$ cat src/sv/assert_macros.svh
`ifndef ASSERT_MACROS_SVH
`define ASSERT_MACROS_SVH

// Same-cycle implication, disabled while reset is asserted.
`define ASSERT_IMPLY(label, clk, rst_n, ante, cons) \
  label: assert property (@(posedge clk) disable iff (!rst_n) (ante) |-> (cons)) \
    else $error("assertion failed");

// Next-cycle implication, disabled while reset is asserted.
`define ASSERT_NEXT(label, clk, rst_n, ante, cons) \
  label: assert property (@(posedge clk) disable iff (!rst_n) (ante) |=> (cons)) \
    else $error("assertion failed");

`endif

$ cat src/sv/bdq_pkg.sv
package bdq_pkg;

  localparam logic [2:0] OP_PUSH_FRONT = 3'd0;
  localparam logic [2:0] OP_PUSH_BACK  = 3'd1;
  localparam logic [2:0] OP_POP_FRONT  = 3'd2;
  localparam logic [2:0] OP_POP_BACK   = 3'd3;
  localparam logic [2:0] OP_READ       = 3'd4;
  localparam logic [2:0] OP_SEARCH     = 3'd5;
  localparam logic [2:0] OP_CLEAR      = 3'd6;

  localparam logic [1:0] ST_OK    = 2'd0;
  localparam logic [1:0] ST_FULL  = 2'd1;
  localparam logic [1:0] ST_EMPTY = 2'd2;
  localparam logic [1:0] ST_MISS  = 2'd3;

  localparam int DATA_W = 32;
  localparam int POS_W  = 7;

  typedef struct packed {
    logic [2:0]              operation;
    logic signed [DATA_W-1:0] value;
    logic [POS_W-1:0]        position;
  } in_t;

  typedef struct packed {
    logic signed [DATA_W-1:0] data;
    logic                    found;
    logic [POS_W-1:0]        match_position;
    logic [POS_W-1:0]        item_count;
    logic                    is_empty;
    logic [1:0]              status;
  } out_t;

endpackage

$ cat src/sv/bdq_ring_mem.sv
module bdq_ring_mem #(
  parameter int DEPTH = 64,
  parameter int WIDTH = 32,
  localparam int AW = (DEPTH > 1) ? $clog2(DEPTH) : 1
) (
  input  logic             clk,
  input  logic             we,
  input  logic [AW-1:0]    waddr,
  input  logic [WIDTH-1:0] wdata,
  input  logic             re,
  input  logic [AW-1:0]    raddr,
  output logic [WIDTH-1:0] rdata
);

  logic [WIDTH-1:0] mem [DEPTH];

  always_ff @(posedge clk) begin
    if (we) begin
      mem[waddr] <= wdata;
    end
  end

  always_ff @(posedge clk) begin
    if (re) begin
      rdata <= mem[raddr];
    end
  end

endmodule

$ cat src/sv/bounded_deque_with_search.sv
// Bounded deque of CAPACITY items held in a ring in one synchronous RAM, with
// head index and item count in registers. A command is taken when start is
// high and busy is low, and exactly one result follows, shown on out_item for
// a single cycle with out_strobe high; the receiver cannot stall it, so it
// must take every result as it appears. Push, pop, clear and unused codes
// are answered directly: the result appears the cycle after the command and a
// new command may be given in that same cycle. A read passes through the
// registered RAM read and the S_RDWAIT state. A search walks the ring one RAM
// read per cycle up to the first match or, on a miss, over all n items; a
// read of an out-of-range position or a search of an empty list is answered
// directly. No clearing pass is needed after reset.
module bounded_deque_with_search
  import bdq_pkg::*;
#(
  parameter int CAPACITY   = 64,
  parameter int ITEM_WIDTH = 32
) (
  input  logic clk,
  input  logic rst_n,
  input  logic start,
  output logic busy,
  input  in_t  in_item,
  output logic out_strobe,
  output out_t out_item
);

`include "assert_macros.svh"

  localparam int AW   = (CAPACITY > 1) ? $clog2(CAPACITY) : 1;
  localparam int CW   = $clog2(CAPACITY + 1);
  localparam int CMPW = (CW > POS_W) ? CW : POS_W;
  localparam int DW   = (ITEM_WIDTH > DATA_W) ? ITEM_WIDTH : DATA_W;

  localparam logic [1:0] S_IDLE   = 2'd0;
  localparam logic [1:0] S_RDWAIT = 2'd1;
  localparam logic [1:0] S_SEARCH = 2'd2;

  logic [1:0]            state_r, state_nxt;
  logic [AW-1:0]         head_r, head_nxt;
  logic [CW-1:0]         count_r, count_nxt;
  logic [CW-1:0]         idx_r, idx_nxt;
  logic [AW-1:0]         addr_r, addr_nxt;
  logic [ITEM_WIDTH-1:0] key_r, key_nxt;
  out_t                  out_r, out_nxt;
  logic                  strobe_r, strobe_nxt;

  logic                  mem_we, mem_re;
  logic [AW-1:0]         mem_waddr, mem_raddr;
  logic [ITEM_WIDTH-1:0] mem_wdata, mem_rdata;

  logic                  accept;
  logic                  full;
  logic [ITEM_WIDTH-1:0] in_val;
  logic [CMPW-1:0]       pos_ext, cnt_ext, pos_m1, idx_inc_ext, cnt_nxt_ext;
  logic [CW-1:0]         idx_inc;
  logic [AW-1:0]         addr_inc;
  logic [DW-1:0]         val_ext, rd_ext;

  // Ring slot of the item at a given offset from the head.
  function automatic logic [AW-1:0] slot_of(input logic [AW-1:0] h,
                                            input logic [AW-1:0] off);
    logic [AW:0] sum;
    sum = {1'b0, h} + {1'b0, off};
    if (sum >= (AW+1)'(CAPACITY)) begin
      sum = sum - (AW+1)'(CAPACITY);
    end
    return sum[AW-1:0];
  endfunction

  bdq_ring_mem #(
    .DEPTH(CAPACITY),
    .WIDTH(ITEM_WIDTH)
  ) u_mem (
    .clk  (clk),
    .we   (mem_we),
    .waddr(mem_waddr),
    .wdata(mem_wdata),
    .re   (mem_re),
    .raddr(mem_raddr),
    .rdata(mem_rdata)
  );

  assign busy       = (state_r != S_IDLE);
  assign accept     = start && (state_r == S_IDLE);
  assign full       = (count_r == CW'(CAPACITY));
  assign out_strobe = strobe_r;
  assign out_item   = out_r;

  // Items live in their low ITEM_WIDTH bits; the value field is taken unsigned.
  assign val_ext     = DW'($unsigned(in_item.value));
  assign in_val      = val_ext[ITEM_WIDTH-1:0];
  assign rd_ext      = DW'(mem_rdata);
  assign pos_ext     = CMPW'(in_item.position);
  assign cnt_ext     = CMPW'(count_r);
  assign pos_m1      = pos_ext - CMPW'(1);
  assign idx_inc     = idx_r + CW'(1);
  assign idx_inc_ext = CMPW'(idx_inc);
  assign cnt_nxt_ext = CMPW'(count_nxt);
  assign addr_inc    = (addr_r == AW'(CAPACITY - 1)) ? '0 : addr_r + AW'(1);

  always_comb begin
    state_nxt  = state_r;
    head_nxt   = head_r;
    count_nxt  = count_r;
    idx_nxt    = idx_r;
    addr_nxt   = addr_r;
    key_nxt    = key_r;
    strobe_nxt = 1'b0;
    mem_we     = 1'b0;
    mem_waddr  = '0;
    mem_wdata  = in_val;
    mem_re     = 1'b0;
    mem_raddr  = '0;

    out_nxt                = out_r;
    out_nxt.data           = '1;
    out_nxt.found          = 1'b0;
    out_nxt.match_position = '0;
    out_nxt.status         = ST_OK;

    unique case (state_r)
      S_IDLE: begin
        if (accept) begin
          strobe_nxt = 1'b1;
          unique case (in_item.operation)
            OP_PUSH_FRONT: begin
              if (full) begin
                out_nxt.status = ST_FULL;
              end else begin
                head_nxt  = (head_r == '0) ? AW'(CAPACITY - 1) : head_r - AW'(1);
                mem_we    = 1'b1;
                mem_waddr = head_nxt;
                count_nxt = count_r + CW'(1);
              end
            end
            OP_PUSH_BACK: begin
              if (full) begin
                out_nxt.status = ST_FULL;
              end else begin
                mem_we    = 1'b1;
                mem_waddr = slot_of(head_r, count_r[AW-1:0]);
                count_nxt = count_r + CW'(1);
              end
            end
            OP_POP_FRONT: begin
              if (count_r == '0) begin
                out_nxt.status = ST_EMPTY;
              end else begin
                head_nxt  = slot_of(head_r, AW'(1));
                count_nxt = count_r - CW'(1);
              end
            end
            OP_POP_BACK: begin
              if (count_r == '0) begin
                out_nxt.status = ST_EMPTY;
              end else begin
                count_nxt = count_r - CW'(1);
              end
            end
            OP_READ: begin
              if ((pos_ext == '0) || (pos_ext > cnt_ext)) begin
                out_nxt.status = ST_MISS;
              end else begin
                strobe_nxt = 1'b0;
                mem_re     = 1'b1;
                mem_raddr  = slot_of(head_r, pos_m1[AW-1:0]);
                state_nxt  = S_RDWAIT;
              end
            end
            OP_SEARCH: begin
              if (count_r == '0) begin
                out_nxt.status = ST_MISS;
              end else begin
                strobe_nxt = 1'b0;
                mem_re     = 1'b1;
                mem_raddr  = head_r;
                addr_nxt   = head_r;
                idx_nxt    = '0;
                key_nxt    = in_val;
                state_nxt  = S_SEARCH;
              end
            end
            OP_CLEAR: begin
              head_nxt  = '0;
              count_nxt = '0;
            end
            default: begin
            end
          endcase
        end
      end
      S_RDWAIT: begin
        strobe_nxt   = 1'b1;
        out_nxt.data = rd_ext[DATA_W-1:0];
        state_nxt    = S_IDLE;
      end
      S_SEARCH: begin
        // The RAM output holds the item at offset idx_r; the next read is
        // issued in the same cycle so the walk advances one item per cycle.
        if (mem_rdata == key_r) begin
          strobe_nxt             = 1'b1;
          out_nxt.found          = 1'b1;
          out_nxt.match_position = idx_inc_ext[POS_W-1:0];
          state_nxt              = S_IDLE;
        end else if (idx_inc == count_r) begin
          strobe_nxt     = 1'b1;
          out_nxt.status = ST_MISS;
          state_nxt      = S_IDLE;
        end else begin
          idx_nxt   = idx_inc;
          addr_nxt  = addr_inc;
          mem_re    = 1'b1;
          mem_raddr = addr_inc;
        end
      end
      default: begin
        state_nxt = S_IDLE;
      end
    endcase

    out_nxt.item_count = cnt_nxt_ext[POS_W-1:0];
    out_nxt.is_empty   = (count_nxt == '0);
  end

  always_ff @(posedge clk) begin
    if (!rst_n) begin
      state_r  <= S_IDLE;
      head_r   <= '0;
      count_r  <= '0;
      strobe_r <= 1'b0;
    end else begin
      state_r  <= state_nxt;
      head_r   <= head_nxt;
      count_r  <= count_nxt;
      strobe_r <= strobe_nxt;
    end
  end

  always_ff @(posedge clk) begin
    idx_r  <= idx_nxt;
    addr_r <= addr_nxt;
    key_r  <= key_nxt;
    out_r  <= out_nxt;
  end

  `ASSERT_IMPLY(a_count_bound, clk, rst_n, 1'b1, count_r <= CW'(CAPACITY))
  `ASSERT_IMPLY(a_full_drop, clk, rst_n, strobe_r && (out_r.status == ST_FULL), full)
  `ASSERT_NEXT(a_clear_empties, clk, rst_n, accept && (in_item.operation == OP_CLEAR), count_r == '0)
  `ASSERT_NEXT(a_short_ops_free, clk, rst_n, accept && (in_item.operation != OP_READ) && (in_item.operation != OP_SEARCH), !busy && strobe_r)

endmodule
$ cat config.mk
export PLATFORM = sky130hd
export DESIGN_NAME = bounded_deque_with_search
export DESIGN_NICKNAME = d
export VERILOG_FILES = /design/src/sv/bdq_pkg.sv /design/src/sv/bdq_ring_mem.sv /design/src/sv/bounded_deque_with_search.sv
export VERILOG_INCLUDE_DIRS = /design/src /design/src/sv
export SDC_FILE = /design/constraint.sdc
export NUM_CORES = 2
export LEC_CHECK = 0
export BUFFER_PORTS_ARGS = -buffer_cell sky130_fd_sc_hd__buf_2
export CAP_MARGIN = 20
export CORE_ASPECT_RATIO = 1.1
export CORE_MARGIN = 5
export CORE_UTILIZATION = 25
export DETAILED_ROUTE_END_ITERATION = 10
export PLACE_DENSITY = 0.39
export SKIP_LAST_GASP = 1
export SLEW_MARGIN = 20
export SYNTH_ARGS = -nofsm -noshare
export SYNTH_HDL_FRONTEND = slang
export SYNTH_HIERARCHICAL = 1
export SYNTH_SLANG_ARGS = --single-unit
export TNS_END_PERCENT = 50
$ cat constraint.sdc
create_clock -name clk -period 12.1 [get_ports clk]
set_clock_uncertainty 0.2 [all_clocks]
set_input_delay 1.815 -clock clk [delete_from_list [all_inputs] [get_ports clk]]
set_output_delay 1.815 -clock clk [all_outputs]
set_load 0.01 [all_outputs]
## After elaboration in Yosys (flattened, before gate mapping)

Memories as Yosys holds them, arrays and structs flattened. A register that Yosys moved wholly into a read port is not among the register bits.
Cells that the tools add are included.

| operators by class | value |
|---|---|
| add/sub/neg operators | 12 |
| $lt $le $gt $ge | 4 |
| equal/unequal tests | 23 |
| multiplexer cells | 74 |
| bitwise gates (word level) | 1 |
| reductions and logical operators | 18 |

Operators with widths:

| cell | number |
|---|---|
| $mux 6 | 21 |
| $mux 7 | 9 |
| $pmux 6 s2 | 4 |
| $eq 32x32->1 | 1 |
| $sub 6x1->6 const B | 5 |
| $mux 2 | 11 |
| $ge 7x7->1 const B | 3 |
| $logic_not 7->1 | 3 |
| $pmux 7 s3 | 1 |
| $pmux 6 s3 | 1 |
| $mux 1 | 17 |
| $add 6x6->7 | 2 |
| $add 7x1->7 const B | 2 |
| $pmux 7 s2 | 1 |
| $ne 2x2->1 const B | 6 |
| $pmux 2 s2 | 3 |
| $reduce_and 5->1 | 2 |
| $eq 3x3->1 const B | 3 |
| $ne 3x3->1 const B | 3 |
| $mux 8 | 1 |
| $pmux 2 s4 | 1 |
| $add 6x1->7 const B | 1 |
| $eq 7x7->1 | 1 |
| $eq 7x7->1 const B | 1 |
| 24 further kinds | 29 |

| word-level totals | value |
|---|---|
| register bits | 111 |
| RAM bits | 2048 |
| input bits | 45 |
| output and inout bits | 52 |
| word-level logic and storage cells | 146 |
| memories | 1 |

Memories:

| name | depth | bits a word | read ports | clocked after memory_dff | wr ports | line | text |
|---|---|---|---|---|---|---|---|
| u_mem.mem | 64 | 32 | 1 | 1 | 1 | bdq_ring_mem.sv:15 | `logic [WIDTH-1:0] mem [DEPTH];` |

## Logic depth before layout (Yosys ltp)

| depth | value |
|---|---|
| depth after elaboration | 8 |
| gate-level depth with buffers | 20 |
| depth with buffers taken out | 15 |

## Modules after synthesis

The synthesis kept the hierarchy.

By module, submodules not included:

| module | times used | cells each | area an instance (µm²) | sequential area each (µm²) |
|---|---|---|---|---|
| bdq_ring_mem | 1 | 3511 | 79359.9 | 62459.9 |
| bounded_deque_with_search | 1 | 550 | 5625.4 | 2672.6 |

## Worst setup path before layout

No wires, ideal clock.

| timing | value |
|---|---|
| path type | in2reg |
| start | in in_item[40] (netlist bit) |
| end | mem u_mem.mem[28][0] (enable) |
| library setup time | 421 ps |
| data arrival time | 5180 ps |
| data required time | 11479 ps |
| path slack | 6299 ps |
| cell stages on the path | 9 |
| buffers on the path | 3 |
| cell sequence | clkbuf_1 -> nor2_1 -> o211ai_2 -> nor2_1 -> clkbuf_1 -> or3b_2 -> or2_2 -> clkbuf_1 -> nor2_1 |

| on the way | value |
|---|---|
| elaborated cells on any way between the ends | 11 |
| classes of those cells | eq/ne: 1; mux: 8; reduce/logical: 2 |

RTL lines:

| element | line | text |
|---|---|---|
| start: declaration | bounded_deque_with_search.sv:22 | `input in_t in_item,` |
| $eq 3x1->1 or $logic_not 3->1 (tied branches) | bounded_deque_with_search.sv:125 | `unique case (in_item.operation)` |
| $pmux 6 s2 (*) | bounded_deque_with_search.sv:125 |  |
| $mux 6 (*) | bounded_deque_with_search.sv:123 | `if (accept) begin` |
| $mux 6 (*) | bounded_deque_with_search.sv:121 | `unique case (state_r)` |
| net mem_waddr[2] | bounded_deque_with_search.sv:48 | `logic [AW-1:0] mem_waddr, mem_raddr;` |
| end: declaration | bdq_ring_mem.sv:15 |  |

The timed path passes the listed nets; every way through them passes the cells marked *.

## Worst setup path after layout

| timing | value |
|---|---|
| start | in in_item[4] (netlist bit) |
| end | reg u_mem.rdata[31] (read register of u_mem.mem) (data pin) |

| on the way | value |
|---|---|
| word-level cells in the longest chain between the ends | 8 |
| elaborated cells on any way between the ends | 16 |
| classes of those cells | add/sub: 3; order compare: 2; mux: 9; reduce/logical: 2 |

RTL lines:

| element | line | text |
|---|---|---|
| $sub 6x1->6 | bounded_deque_with_search.sv:95 | `assign pos_m1 = pos_ext - CMPW'(1);` |
| $add 6x6->7 | bounded_deque_with_search.sv:63 | `sum = {1'b0, h} + {1'b0, off};` |
| $ge 7x7->1 | bounded_deque_with_search.sv:64 | `if (sum >= (AW+1)'(CAPACITY)) begin` |
| $mux 6 | bounded_deque_with_search.sv:64 |  |
| $mux 6 (*) | bounded_deque_with_search.sv:161 | `if ((pos_ext == '0) \|\| (pos_ext > cnt_ext)) begin` |
| $pmux 6 s2 (*) | bounded_deque_with_search.sv:125 |  |
| $mux 6 (*) | bounded_deque_with_search.sv:123 |  |
| $pmux 6 s2 (*) | bounded_deque_with_search.sv:121 |  |
| net mem_raddr[2] | bounded_deque_with_search.sv:48 |  |
| end: declaration | bdq_ring_mem.sv:12 | `output logic [WIDTH-1:0] rdata` |

Marked as above.
A chain may end at the register's enable or synchronous reset.

==> impl_metrics.prom <==
# TYPE chip_impl_metric gauge
chip_impl_metric{name="yosysTopAreaCellShare",unit=""} 0.7509
chip_impl_metric{name="critPathMaxFanout",unit=""} 66
chip_impl_metric{name="floorplan.io_pins",unit=""} 97
chip_impl_info{name="rsz0062_at_grt",value="false"} 1
chip_impl_metric{name="total_routed_wirelength",unit="µm"} 265700
chip_impl_metric{name="r2r_cells",unit=""} 15
chip_impl_metric{name="yosysUniqueCellTypes",unit=""} 73
chip_impl_metric{name="final_net_count",unit=""} 4390
chip_impl_metric{name="drive_above_1_share",unit=""} 0.2493
chip_impl_metric{name="final.setup.worst_slack",unit="ps"} 5381
chip_impl_metric{name="vias_per_cell",unit=""} 4.672
chip_impl_metric{name="antenna_found_initial",unit=""} 29
chip_impl_info{name="synth_area_leaders",value="sky130_fd_sc_hd__edfxtp_1 (75%), sky130_fd_sc_hd__mux4_2 (12%), sky130_fd_sc_hd__mux2i_1 (2.2%)"} 1
chip_impl_metric{name="wire_length_of_the_first_global_routing_pass",unit="µm"} 366800
chip_impl_metric{name="synthArstFlopShare",unit=""} 0
chip_impl_metric{name="floorplan.initialDensity",unit=""} 0.2510
chip_impl_info{name="worst_path_max_delay_cell",value="sky130_fd_sc_hd__nand2b_1"} 1
chip_impl_metric{name="cts.repair.resized",unit=""} 0
chip_impl_metric{name="globalRoute.totalOverflow",unit=""} 0
chip_impl_info{name="critical_path.cell_chain",value="buf_2 -> ha_1 -> a211oi_1 -> o21bai_1 -> o22ai_1 -> and3_1 -> a22oi_1 -> o22ai_4 -> buf_12 -> buf_4 -> nand2b_1 -> o22ai_1 -> a2111oi_0 -> nor3_1 -> o211a_1"} 1
chip_impl_metric{name="worst_slew_pin_slew",unit="ps"} 1229
chip_impl_metric{name="post_route_total_power",unit="mW"} 15.74
chip_impl_info{name="critical_path.startpoint_type",value="input pin"} 1
chip_impl_info{name="setup.worst_path.class",value="input pin to flop"} 1
chip_impl_metric{name="chip_width",unit="µm"} 565.9
chip_impl_metric{name="max_freq",unit="MHz"} 148.8
chip_impl_metric{name="mappedNetlistNets",unit=""} 4135
chip_impl_info{name="r2r-start",value="cnt_ext[3]"} 1
chip_impl_metric{name="cts_htree_levels",unit=""} 4
chip_impl_info{name="critical_path.startpoint",value="in_item[4]"} 1
chip_impl_metric{name="detailed_route_wire_length_per_cell",unit="µm"} 29.42
chip_impl_info{name="synth-main-ff-cell",value="sky130_fd_sc_hd__edfxtp_1"} 1
chip_impl_metric{name="portBuffers",unit=""} 96
chip_impl_info{name="synthMostInstantiatedCell",value="sky130_fd_sc_hd__edfxtp_1"} 1
chip_impl_metric{name="relSlewSlack",unit=""} 0.1717
chip_impl_metric{name="postCtsSetupRepairBufs",unit=""} 0
chip_impl_metric{name="path_clk_slew",unit="ps"} 70
chip_impl_metric{name="gp_congestion",unit=""} 0.7410
chip_impl_metric{name="synth_enable_flop_cells",unit=""} 2125
chip_impl_metric{name="final.period_utilization",unit=""} 0.5553
chip_impl_info{name="tritoncts",value="done"} 1
chip_impl_metric{name="cts_max_path_buffers",unit=""} 4
chip_impl_metric{name="timing.final.hold_violations",unit=""} 0
chip_impl_metric{name="drt-initial-drc-count",unit=""} 3401
chip_impl_metric{name="maxSlewViolCount",unit=""} 0
chip_impl_info{name="timing.hold.worst.class",value="flop to flop"} 1
chip_impl_metric{name="ys_warn_count",unit=""} 6
chip_impl_info{name="cts.root.buffer_cell",value="sky130_fd_sc_hd__clkbuf_16"} 1
chip_impl_metric{name="power_per_cell_area",unit="mW/mm²"} 159.1
chip_impl_metric{name="synth_cells",unit=""} 4061
chip_impl_metric{name="detailed_place.area",unit="mm²"} 0.09164
chip_impl_metric{name="gr-usage-all-layers",unit=""} 0.1470
chip_impl_metric{name="avgSynthCellArea",unit="µm²"} 20.93
chip_impl_info{name="cp_most_frequent_cell",value="sky130_fd_sc_hd__o22ai_1"} 1
chip_impl_metric{name="drv.max_cap_violation_count",unit=""} 0
chip_impl_metric{name="die-height",unit="µm"} 621.5
chip_impl_metric{name="worst-r2r-setup-slack",unit="ps"} 5530
chip_impl_info{name="synthDominantAreaCellType",value="sky130_fd_sc_hd__edfxtp_1"} 1
chip_impl_metric{name="vdd_ir_drop_max",unit="V"} 0.0001057
chip_impl_info{name="critical_path.top_delay_family",value="compound AO/OA/AOI/OAI gates"} 1
chip_impl_metric{name="setup-tns-final",unit="ps"} 0
chip_impl_metric{name="dp_hpwl",unit="µm"} 147300
chip_impl_metric{name="cts-hold-fix-buffers",unit=""} 0
chip_impl_metric{name="finish.cell_count_without_fillers",unit=""} 9031
chip_impl_metric{name="holdWs",unit="ps"} 423.6
chip_impl_metric{name="cp_num_buf_inv",unit=""} 3
chip_impl_metric{name="period_minus_slack",unit="ps"} 6719
chip_impl_metric{name="dr.pass1.iters",unit=""} 5
chip_impl_metric{name="syn_area",unit="mm²"} 0.08499
chip_impl_metric{name="drtAntennaViolNets",unit=""} 0
chip_impl_metric{name="cts_buffers",unit=""} 231
chip_impl_metric{name="ys_ff_latch",unit=""} 2191
chip_impl_metric{name="vias",unit=""} 42190
chip_impl_metric{name="cp.arrival",unit="ps"} 7130
chip_impl_metric{name="design_area",unit="mm²"} 0.09895
chip_impl_metric{name="worst_path_largest_cell_delay",unit="ps"} 890
chip_impl_metric{name="p_leak",unit="nW"} 29.14
chip_impl_metric{name="layout.filler_cells",unit=""} 33280
chip_impl_info{name="outcome",value="finished clean"} 1
chip_impl_metric{name="post-route-drc-count",unit=""} 0
chip_impl_metric{name="dpl_worst_slack",unit="ps"} 4239
chip_impl_info{name="synth.cells.most_frequent",value="sky130_fd_sc_hd__edfxtp_1 (2125), sky130_fd_sc_hd__mux4_2 (446), sky130_fd_sc_hd__mux2i_1 (191)"} 1
chip_impl_info{name="worst_r2r_endpoint",value="u_mem/rdata[31]"} 1
chip_impl_info{name="setup.worst_path.end_class",value="flop"} 1
chip_impl_info{name="crit_end",value="u_mem/rdata[31]"} 1
chip_impl_metric{name="placementRows",unit=""} 224
chip_impl_metric{name="largest_net_degree_at_the_start_of_global_routing",unit=""} 90
chip_impl_metric{name="numPlacedInstances",unit=""} 8603
chip_impl_metric{name="core_area",unit="mm²"} 0.3386
chip_impl_metric{name="first_global_vias",unit=""} 43890
chip_impl_metric{name="critical_path_cell_count",unit=""} 15
chip_impl_metric{name="post-route-util",unit=""} 0.2923
chip_impl_metric{name="die_area",unit="mm²"} 0.3517
chip_impl_metric{name="clk-insertion-delay-late",unit="ps"} 910
chip_impl_metric{name="critical_path_required",unit="ps"} 12520
chip_impl_metric{name="area_delta_synth_final",unit="%"} 16.44
chip_impl_metric{name="synth_sequential_area_ratio",unit=""} 0.7664
chip_impl_metric{name="cts_num_sinks",unit=""} 2191
chip_impl_metric{name="timing.final.setup_violations",unit=""} 0
## area by class of cell
type	count	area, µm²	share of cell area
well taps	4520	5655	0.05715
diodes	14	35.03	0.0003540
clock inverters	118	1067	0.01079
inverters	25	93.84	0.0009483
repair buffers	248	1739	0.01758
flip-flops and latches	2191	65130	0.6582
multi-input cells	1619	19030	0.1923
clock buffers	296	6206	0.06271
## sequential cells by signal, summed over array words and instances, names as in the netlist
signal	count
addr_r	6
cnt_ext	7
head_r	6
idx_r	7
key_r	32
out_item	50
out_strobe	1
state_r	2
u_mem/mem	2048
u_mem/rdata	32
## worst reg2reg max path, stage by stage, from the launching register on
cell                        delay, ps
sky130_fd_sc_hd__dfxtp_1          690
sky130_fd_sc_hd__inv_1            240
sky130_fd_sc_hd__ha_1             240
sky130_fd_sc_hd__a211oi_1         250
sky130_fd_sc_hd__o21bai_1         110
sky130_fd_sc_hd__o22ai_1          240
sky130_fd_sc_hd__and3_1           390
sky130_fd_sc_hd__a22oi_1          180
sky130_fd_sc_hd__o22ai_4          180
sky130_fd_sc_hd__buf_12           440
sky130_fd_sc_hd__buf_4            780
sky130_fd_sc_hd__nand2b_1         980
sky130_fd_sc_hd__o22ai_1          220
sky130_fd_sc_hd__a2111oi_0        670
sky130_fd_sc_hd__nor3_1           210
sky130_fd_sc_hd__o211a_1          270
## where the power goes
group	total (mW)	switching [mW]	leakage, nW	internal [mW]
clock network	6.97	2.97	3.58	4.00
logic	0.416	0.299	5.92	0.117
registers	8.36	0.0221	19.6	8.34
## layer usage
layer / wire length [µm] / vias up / GRT usage
li1: - / 17510 / -
met1: 115700 / 23170 / 0.1982
met2: 130800 / 1136 / 0.2492
met3: 13250 / 359 / 0.02329
met4: 5938 / 10 / 0.03397
met5: 68 / - / 0
## how the worst min path moves through the flow
stage | depth (start not counted) | slack, ps | start | endpoint
floorplan | 1 | 250 | u_mem/rdata[0] | out_item[18]
global placement | 2 | 440 | idx_r[6] | out_item[16]
detailed placement | 1 | 430 | idx_r[0] | out_item[10]
CTS | 1 | 440 | idx_r[0] | out_item[10]
global route | 1 | 440 | u_mem/rdata[17] | out_item[35]
finish | 1 | 420 | u_mem/rdata[17] | out_item[35]
## logic make-up (layout without fill, tap and decap cells)
kind of cell             Yosys count  count (layout)  share of synthesized area
other                              0              14                          0
AO/OA/AOI/OAI                    453             453                    0.03810
AND/OR/NAND/NOR                  433             433                    0.02584
flip-flops                      2191            2191                     0.7664
XOR/XNOR                          67              67                   0.007243
multiplexers                     637             637                     0.1407
buffers and inverters            251             687                    0.01728
adder cells (fa/ha/maj)           29              29                   0.004446
## cells in the final DEF (no fill, tap or decap), types with 13 or more instances in the layout
master,instances
sky130_fd_sc_hd__inv_1,24
sky130_fd_sc_hd__clkbuf_16,237
sky130_fd_sc_hd__o22a_1,13
sky130_fd_sc_hd__a211oi_1,26
sky130_fd_sc_hd__mux2i_1,191
sky130_fd_sc_hd__ha_1,27
sky130_fd_sc_hd__nand2b_1,46
sky130_fd_sc_hd__a31oi_1,21
sky130_fd_sc_hd__o22ai_1,46
sky130_fd_sc_hd__mux4_2,446
sky130_fd_sc_hd__bufinv_16,19
sky130_fd_sc_hd__nor2_1,50
sky130_fd_sc_hd__buf_4,145
sky130_fd_sc_hd__clkbuf_1,51
sky130_fd_sc_hd__clkinv_2,43
sky130_fd_sc_hd__xnor2_1,51
sky130_fd_sc_hd__buf_2,94
sky130_fd_sc_hd__nand3_1,63
sky130_fd_sc_hd__diode_2,14
sky130_fd_sc_hd__nor2_4,66
sky130_fd_sc_hd__edfxtp_1,2125
sky130_fd_sc_hd__a21oi_1,47
sky130_fd_sc_hd__a22oi_1,135
sky130_fd_sc_hd__a22o_1,14
sky130_fd_sc_hd__dfxtp_1,66
sky130_fd_sc_hd__nor3_1,24
sky130_fd_sc_hd__clkinv_1,45
sky130_fd_sc_hd__o21ai_0,47
sky130_fd_sc_hd__xor2_1,14
sky130_fd_sc_hd__nor2b_1,18
sky130_fd_sc_hd__o211ai_1,21
sky130_fd_sc_hd__o221ai_1,19
sky130_fd_sc_hd__nand2_1,68
Note: power is estimated with default switching activity, not from simulation.
